$ cat src/tkc_pkg.sv
package tkc_pkg;

	typedef enum logic [1:0] {
		CELL_HOLD,
		CELL_INSERT,
		CELL_REPLACE,
		CELL_SHIFT
	} tkc_op_t;

	typedef struct packed {
		logic gt;
		logic lt;
	} tkc_flags_t;

	localparam logic KIND_CUTOFF = 1'b0;
	localparam logic KIND_LIST   = 1'b1;

	localparam logic [5:0] KEEP_RESET = 6'd32;
	localparam logic       REG_KEEP   = 1'b0;

endpackage

$ cat src/tkc_cell.sv
module tkc_cell
	import tkc_pkg::*;
#(
	parameter int LEVEL_BITS = 32
) (
	input  logic                  clk,
	input  tkc_op_t               op,
	input  logic                  vld,
	input  logic [LEVEL_BITS-1:0] lvl,
	input  logic [LEVEL_BITS-1:0] left_val,
	input  tkc_flags_t            left_flags,
	input  logic [LEVEL_BITS-1:0] right_val,
	input  tkc_flags_t            right_flags,
	output logic [LEVEL_BITS-1:0] val,
	output tkc_flags_t            flags
);

	logic [LEVEL_BITS-1:0] val_q;
	logic [LEVEL_BITS-1:0] val_d;

	assign val      = val_q;
	assign flags.gt = !vld || (val_q > lvl);
	assign flags.lt = vld && (val_q < lvl);

	always_comb begin
		case (op)
			CELL_INSERT: begin
				if (flags.gt) begin
					val_d = left_flags.gt ? left_val : lvl;
				end else begin
					val_d = val_q;
				end
			end
			CELL_REPLACE: begin
				if (right_flags.lt) begin
					val_d = right_val;
				end else if (flags.lt) begin
					val_d = lvl;
				end else begin
					val_d = val_q;
				end
			end
			CELL_SHIFT: val_d = right_val;
			default:    val_d = val_q;
		endcase
	end

	always_ff @(posedge clk) begin
		val_q <= val_d;
	end

endmodule

$ cat src/streaming_top_k_cutoff_tracker_unit.sv
// An item that ends an interval, or the final item, moves the state to ST_CUT;
// the cutoff record is loaded into the single output register once that is free.
// After an item with no result s_tready stays high, else it is low until the
// cutoff record, and after the final item one list record per held level, are
// loaded; the sorted cell chain absorbs an item in its accept cycle. Reset clears
// fill, item and interval counts and sets keep_count to 32; cells are not reset.
module streaming_top_k_cutoff_tracker_unit
	import tkc_pkg::*;
#(
	parameter int CAPACITY   = 32,
	parameter int LEVEL_BITS = 32
) (
	input  logic        clk,
	input  logic        arst_n,
	input  logic        s_tvalid,
	output logic        s_tready,
	input  logic [31:0] s_tdata,   // [31:0] level
	input  logic        s_tlast,
	output logic        m_tvalid,
	input  logic        m_tready,
	output logic [63:0] m_tdata,   // [31:0] seen_count, [63:32] value
	output logic        m_tuser,   // [0] kind
	output logic        m_tlast,
	input  logic        psel,
	input  logic        penable,
	input  logic        pwrite,
	input  logic [2:0]  paddr,
	input  logic [31:0] pwdata,
	output logic [31:0] prdata,
	output logic        pready
);

	localparam int FILL_W = $clog2(CAPACITY + 1);

	typedef enum logic [1:0] {
		ST_IDLE,
		ST_CUT,
		ST_LIST
	} state_t;

	state_t              st_q;
	logic [5:0]          keep_q;
	logic [FILL_W-1:0]   fill_q;
	logic [FILL_W-1:0]   intv_q;
	logic [31:0]         item_q;
	logic                fin_q;
	logic                m_tvalid_q;
	logic [63:0]         m_tdata_q;
	logic                m_tuser_q;
	logic                m_tlast_q;

	logic [FILL_W-1:0]   k_eff;
	logic [FILL_W-1:0]   intv_inc;
	logic                intv_hit;
	logic                accept;
	logic                slot_free;
	logic                emit;
	logic                do_insert;
	tkc_op_t             cell_op;
	logic [LEVEL_BITS-1:0] lvl_in;
	logic [LEVEL_BITS-1:0] cell_val [CAPACITY];
	tkc_flags_t          cell_flags [CAPACITY];
	logic [CAPACITY-1:0] cell_vld;

	assign pready   = 1'b1;
	assign prdata   = {26'd0, keep_q};
	assign s_tready = (st_q == ST_IDLE);
	assign accept   = s_tvalid && s_tready;
	assign slot_free = !m_tvalid_q || m_tready;
	assign emit     = slot_free && (st_q inside {ST_CUT, ST_LIST});
	assign lvl_in   = LEVEL_BITS'(s_tdata);

	assign m_tvalid = m_tvalid_q;
	assign m_tdata  = m_tdata_q;
	assign m_tuser  = m_tuser_q;
	assign m_tlast  = m_tlast_q;

	always_comb begin
		if (keep_q == '0) begin
			k_eff = FILL_W'(1);
		end else if (32'(keep_q) > 32'(CAPACITY)) begin
			k_eff = FILL_W'(CAPACITY);
		end else begin
			k_eff = FILL_W'(keep_q);
		end
	end

	assign intv_inc  = intv_q + FILL_W'(1);
	assign intv_hit  = (intv_inc >= k_eff);
	assign do_insert = (fill_q < k_eff);

	always_comb begin
		cell_op = CELL_HOLD;
		if (accept) begin
			if (do_insert) begin
				cell_op = CELL_INSERT;
			end else if (cell_flags[0].lt) begin
				cell_op = CELL_REPLACE;
			end
		end else if (st_q == ST_LIST && slot_free) begin
			cell_op = CELL_SHIFT;
		end
	end

	for (genvar i = 0; i < CAPACITY; i++) begin : g_cell
		assign cell_vld[i] = (fill_q > FILL_W'(i));

		tkc_cell #(
			.LEVEL_BITS(LEVEL_BITS)
		) u_cell (
			.clk        (clk),
			.op         (cell_op),
			.vld        (cell_vld[i]),
			.lvl        (lvl_in),
			.left_val   ((i == 0) ? cell_val[i] : cell_val[(i == 0) ? 0 : i-1]),
			.left_flags ((i == 0) ? tkc_flags_t'(2'b00) : cell_flags[(i == 0) ? 0 : i-1]),
			.right_val  ((i == CAPACITY-1) ? cell_val[i]
				: cell_val[(i == CAPACITY-1) ? i : i+1]),
			.right_flags((i == CAPACITY-1) ? tkc_flags_t'(2'b00)
				: cell_flags[(i == CAPACITY-1) ? i : i+1]),
			.val        (cell_val[i]),
			.flags      (cell_flags[i])
		);
	end

	always_ff @(posedge clk or negedge arst_n) begin
		if (!arst_n) begin
			keep_q <= KEEP_RESET;
		end else if (psel && penable && pwrite && pready && paddr[2] == REG_KEEP) begin
			keep_q <= pwdata[5:0];
		end
	end

	always_ff @(posedge clk or negedge arst_n) begin
		if (!arst_n) begin
			st_q       <= ST_IDLE;
			fill_q     <= '0;
			intv_q     <= '0;
			item_q     <= '0;
			fin_q      <= 1'b0;
			m_tvalid_q <= 1'b0;
			m_tdata_q  <= '0;
			m_tuser_q  <= 1'b0;
			m_tlast_q  <= 1'b0;
		end else begin
			if (emit) begin
				m_tvalid_q <= 1'b1;
			end else if (m_tready) begin
				m_tvalid_q <= 1'b0;
			end
			case (st_q)
				ST_IDLE: begin
					if (accept) begin
						if (item_q != '1) begin
							item_q <= item_q + 32'd1;
						end
						if (do_insert) begin
							fill_q <= fill_q + FILL_W'(1);
						end
						intv_q <= intv_hit ? '0 : intv_inc;
						fin_q  <= s_tlast;
						st_q   <= (intv_hit || s_tlast) ? ST_CUT : ST_IDLE;
					end
				end
				ST_CUT: begin
					if (slot_free) begin
						m_tuser_q  <= KIND_CUTOFF;
						m_tdata_q  <= {32'(cell_val[0]), item_q};
						m_tlast_q  <= !fin_q;
						st_q       <= fin_q ? ST_LIST : ST_IDLE;
					end
				end
				ST_LIST: begin
					if (slot_free) begin
						m_tuser_q  <= KIND_LIST;
						m_tdata_q  <= {32'(cell_val[0]), 32'd0};
						m_tlast_q  <= (fill_q == FILL_W'(1));
						fill_q     <= fill_q - FILL_W'(1);
						if (fill_q == FILL_W'(1)) begin
							item_q <= '0;
							intv_q <= '0;
							st_q   <= ST_IDLE;
						end
					end
				end
				default: st_q <= ST_IDLE;
			endcase
		end
	end

	a_fill_bound: assert property (@(posedge clk) disable iff (!arst_n)
		32'(fill_q) <= 32'(CAPACITY))
		else $error("fill count exceeds capacity");

	a_list_nonempty: assert property (@(posedge clk) disable iff (!arst_n)
		st_q == ST_LIST |-> fill_q != '0)
		else $error("list drain with empty store");

	a_list_sorted: assert property (@(posedge clk) disable iff (!arst_n)
		(st_q == ST_LIST && fill_q > FILL_W'(1)) |-> cell_val[0] <= cell_val[1])
		else $error("cell chain out of order during drain");

	a_final_cutoff: assert property (@(posedge clk) disable iff (!arst_n)
		(s_tvalid && s_tready && s_tlast) |=> st_q == ST_CUT)
		else $error("final beat did not start a cutoff record");

endmodule
$ cat config.mk
export PLATFORM = sky130hd
export DESIGN_NAME = streaming_top_k_cutoff_tracker_unit
export DESIGN_NICKNAME = d
export VERILOG_FILES = /design/src/tkc_pkg.sv /design/src/tkc_cell.sv /design/src/streaming_top_k_cutoff_tracker_unit.sv
export SDC_FILE = /design/constraint.sdc
export NUM_CORES = 2
export LEC_CHECK = 0
export ABC_AREA = 1
export CAP_MARGIN = 20
export CORE_MARGIN = 2
export CORE_UTILIZATION = 56
export DETAILED_ROUTE_END_ITERATION = 10
export DONT_BUFFER_PORTS = 1
export GPL_TIMING_DRIVEN = 0
export PLACE_DENSITY = 0.71
export SLEW_MARGIN = 10
export SYNTH_ARGS = -nofsm -noshare
export SYNTH_HDL_FRONTEND = slang
export SYNTH_HIERARCHICAL = 1
export SYNTH_SLANG_ARGS = --single-unit
$ cat constraint.sdc
create_clock -name clk -period 22.7 [get_ports clk]
set_input_delay 2.27 -clock clk [delete_from_list [all_inputs] [get_ports clk]]
set_output_delay 2.27 -clock clk [all_outputs]
set_load 0.01 [all_outputs]
==> flow_summary.toml <==
[detailed_routing]
via_count = 85800
drt_wl_total_um = 339000
ant_nets = 0
routed_via_density = 6.41
drt_iter0_markers = 13100
pre_antenna_drt_iters = 7
route.detailed.drc = 0
routedWlPerCell_um = 25.3

[timing]
maxSlewHeadroom = 0.158
timing_hold_violations_final = 0
period_minus_slack_ps = 5390
final_number_of_setup_violating_endpoints = 0
fin_setup_tns_ps = 0
rsz0062_at_grt = "false"
setup_ws_ps = 17310
timing.clock.skew_ps = 25.0
final_max_slew_viol_count = 0
maxClockFrequency_ghz = 0.185
post-route-period-util = 0.237
worstMarginPinSlew_ps = 1250

[critical_path]
cp-end-kind = "flop"
timing.critical_path.from_type = "input pin"
ff2ff_path_depth = 21
critical_path_required_ps = 23210
maximum_net_fanout_on_the_critical_path = 32
timing.critical_path.arrival_ps = 5900
critical_path_class = "input pin to flop"

[clocking]
tritoncts = "done"
htree_num_levels = 4
path_clk_slew_ps = 60
clk_lat_worst_skew_ps = 810
cts_inserted_buffers = 142
clock_path_buffers = 3
postCtsHoldBufs = 0
ctsRootBufferMaster = "clkbuf_16"
postCtsSetupRepairBufs = 0
tritoncts_num_sinks = 1144
post_cts.resized_instances = 0

[die]
die_height_um = 405
ios = 176
initial_core_util = 0.563
coreArea_sq_um = 160000
rows = 147
design.die.area_sq_um = 164000
die_w_um = 405

[worst_hold_path]
hold_path_class = "flop to flop"
worst_hold_path_cell_count = 2

[power]
share_seq_of_total_power = 0.332
intPower_mw = 9.30
combinationalPowerShare = 0.549
clock_power_share = 0.119
cellPowerDensity_nw_per_um2 = 187
power.leakage_nw = 44.4
power.switching_fraction = 0.498
ir_worst_vdd_v = 0.000108
p_switching_mw = 9.21

[layout]
fill_cells = 13900
final_nets = 12200
layout-drive-gt1-share = 0.0874
area_growth_from_synthesis_to_final_layout_pct = 9.46
utilization = 0.616

[grt]
grt_pass1_vias = 78500
final_global_route_overflow_total = 0
wire_length_of_the_first_global_routing_pass_um = 496000
global_route.usage.total = 0.404
antenna_found_initial = 9
grt_start_max_net_pins = 121

[synth]
synthesis.instances = 10900
ys.warnings.count = 6
syn-cell-area_sq_um = 90200
syn-mean-instance-area_sq_um = 8.30

[placed_design]
dp.final_hpwl_um = 250000
place_worst_setup_slack_ps = 16630
portBuffers = 0
place_congestion = 1.00

[run_status]
outcome = "complete, no violations"

[job]
maxCapViolations = 0
[power groups by stage]
| stage | combinational [mW] | clock, mW | sequential, mW |
|---|---|---|---|
| 2_1_floorplan | 6.93 | 0 | 5.20 |
| 3_3_place_gp | 9.07 | 0 | 6.08 |
| 3_5_place_dp | 9.84 | 0 | 6.02 |
| 4_1_cts | 9.89 | 2.21 | 6.00 |
| 5_1_grt | 11.1 | 2.28 | 6.18 |
| 6_report | 10.2 | 2.20 | 6.14 |
[layout by cell type, fill, tap and decap left out, types with 19 or more instances in the layout]
cell       instances
nand3_1         2124
nand2_1         1631
inv_1           1555
ha_1            1044
edfxtp_1        1024
o211ai_1         931
nor2_1           447
clkbuf_1         399
a21oi_1          304
buf_2            165
clkbuf_16        149
nand2_2          133
o21ai_0          126
dfrtp_1          119
nor2_2            97
o21ai_1           74
nand4_1           74
inv_2             67
o21bai_1          65
a21o_1            64
clkbuf_8          38
clkinv_1          36
buf_4             35
nor2_4            34
nand3b_1          34
buf_16            34
a21oi_2           33
a21oi_4           33
nand3_2           33
inv_8             32
and3_1            32
a32o_1            31
conb_1            29
o21ai_2           22
o221ai_1          21
xor2_1            19
nor3_1            19
[path summary, 6_finish.rpt]
kind	start	endpoint	slack, ps
max	s_tdata[15]	g_cell[30].u_cell/val[10]	17310
min	item_q[28]	item_q[28]	510
max reg2reg	fill_q[1]	g_cell[30].u_cell/val[10]	17820
min reg2reg	item_q[28]	item_q[28]	510
max in group asynchronous	arst_n	keep_q[5]	21290
min in group asynchronous	arst_n	m_tdata[47]	1160
[worst max-delay path, cell delays in order]
cell      delay [ps]
inv_1             60
ha_1             320
nand2_2          100
inv_1             40
nand2_1           60
nand2_1           70
a21oi_1          250
nand3_1          120
nand2_1           90
nand2_2           60
inv_2            110
nand2_1          100
o21ai_4          410
buf_16           230
buf_16           200
buf_2            270
inv_8             60
clkbuf_8         170
a21oi_4          550
buf_8            250
[per-layer routing]
layer / global-route usage / vias to the layer above / wire length, um
met5: 0 / - / 68
met4: 0.189 / 12 / 17900
met3: 0.108 / 917 / 49300
met2: 0.557 / 5870 / 135000
met1: 0.585 / 40400 / 136000
li1: - / 38600 / -
[through the flow]
step	power (mW)	hold WS, ps	cell area, sq um	instances
floorplan	12.1	475	90300	10900
global placement	15.1	490	93000	13100
detailed placement	15.9	501	94400	13100
CTS	18.1	519	98700	13400
global route	19.6	562	98700	13400
finish	18.5	513	98800	13400
[area by class of cell]
cell class / instances / area [sq um] / area share
Antenna cell: 15 / 37.5 / 0.000380
Clock buffer: 195 / 3960 / 0.0401
Multi-Input combinational cell: 7499 / 47400 / 0.480
Sequential cell: 1144 / 33800 / 0.342
Clock inverter: 61 / 362 / 0.00366
Tap cell: 2160 / 2700 / 0.0274
Timing Repair Buffer: 46 / 1090 / 0.0111
Buffer: 595 / 2930 / 0.0297
Inverter: 1656 / 6460 / 0.0654
[state kept, by name, summed over array words and instances, names as in the netlist]
name,count
fin_q,1
m_tlast,1
st_q,2
item_q,32
g_cell.u_cell/val,1024
keep_q,6
m_tuser,1
intv_q,6
m_tvalid,1
fill_q,6
m_tdata,64
(Power assumes the default switching activity.)
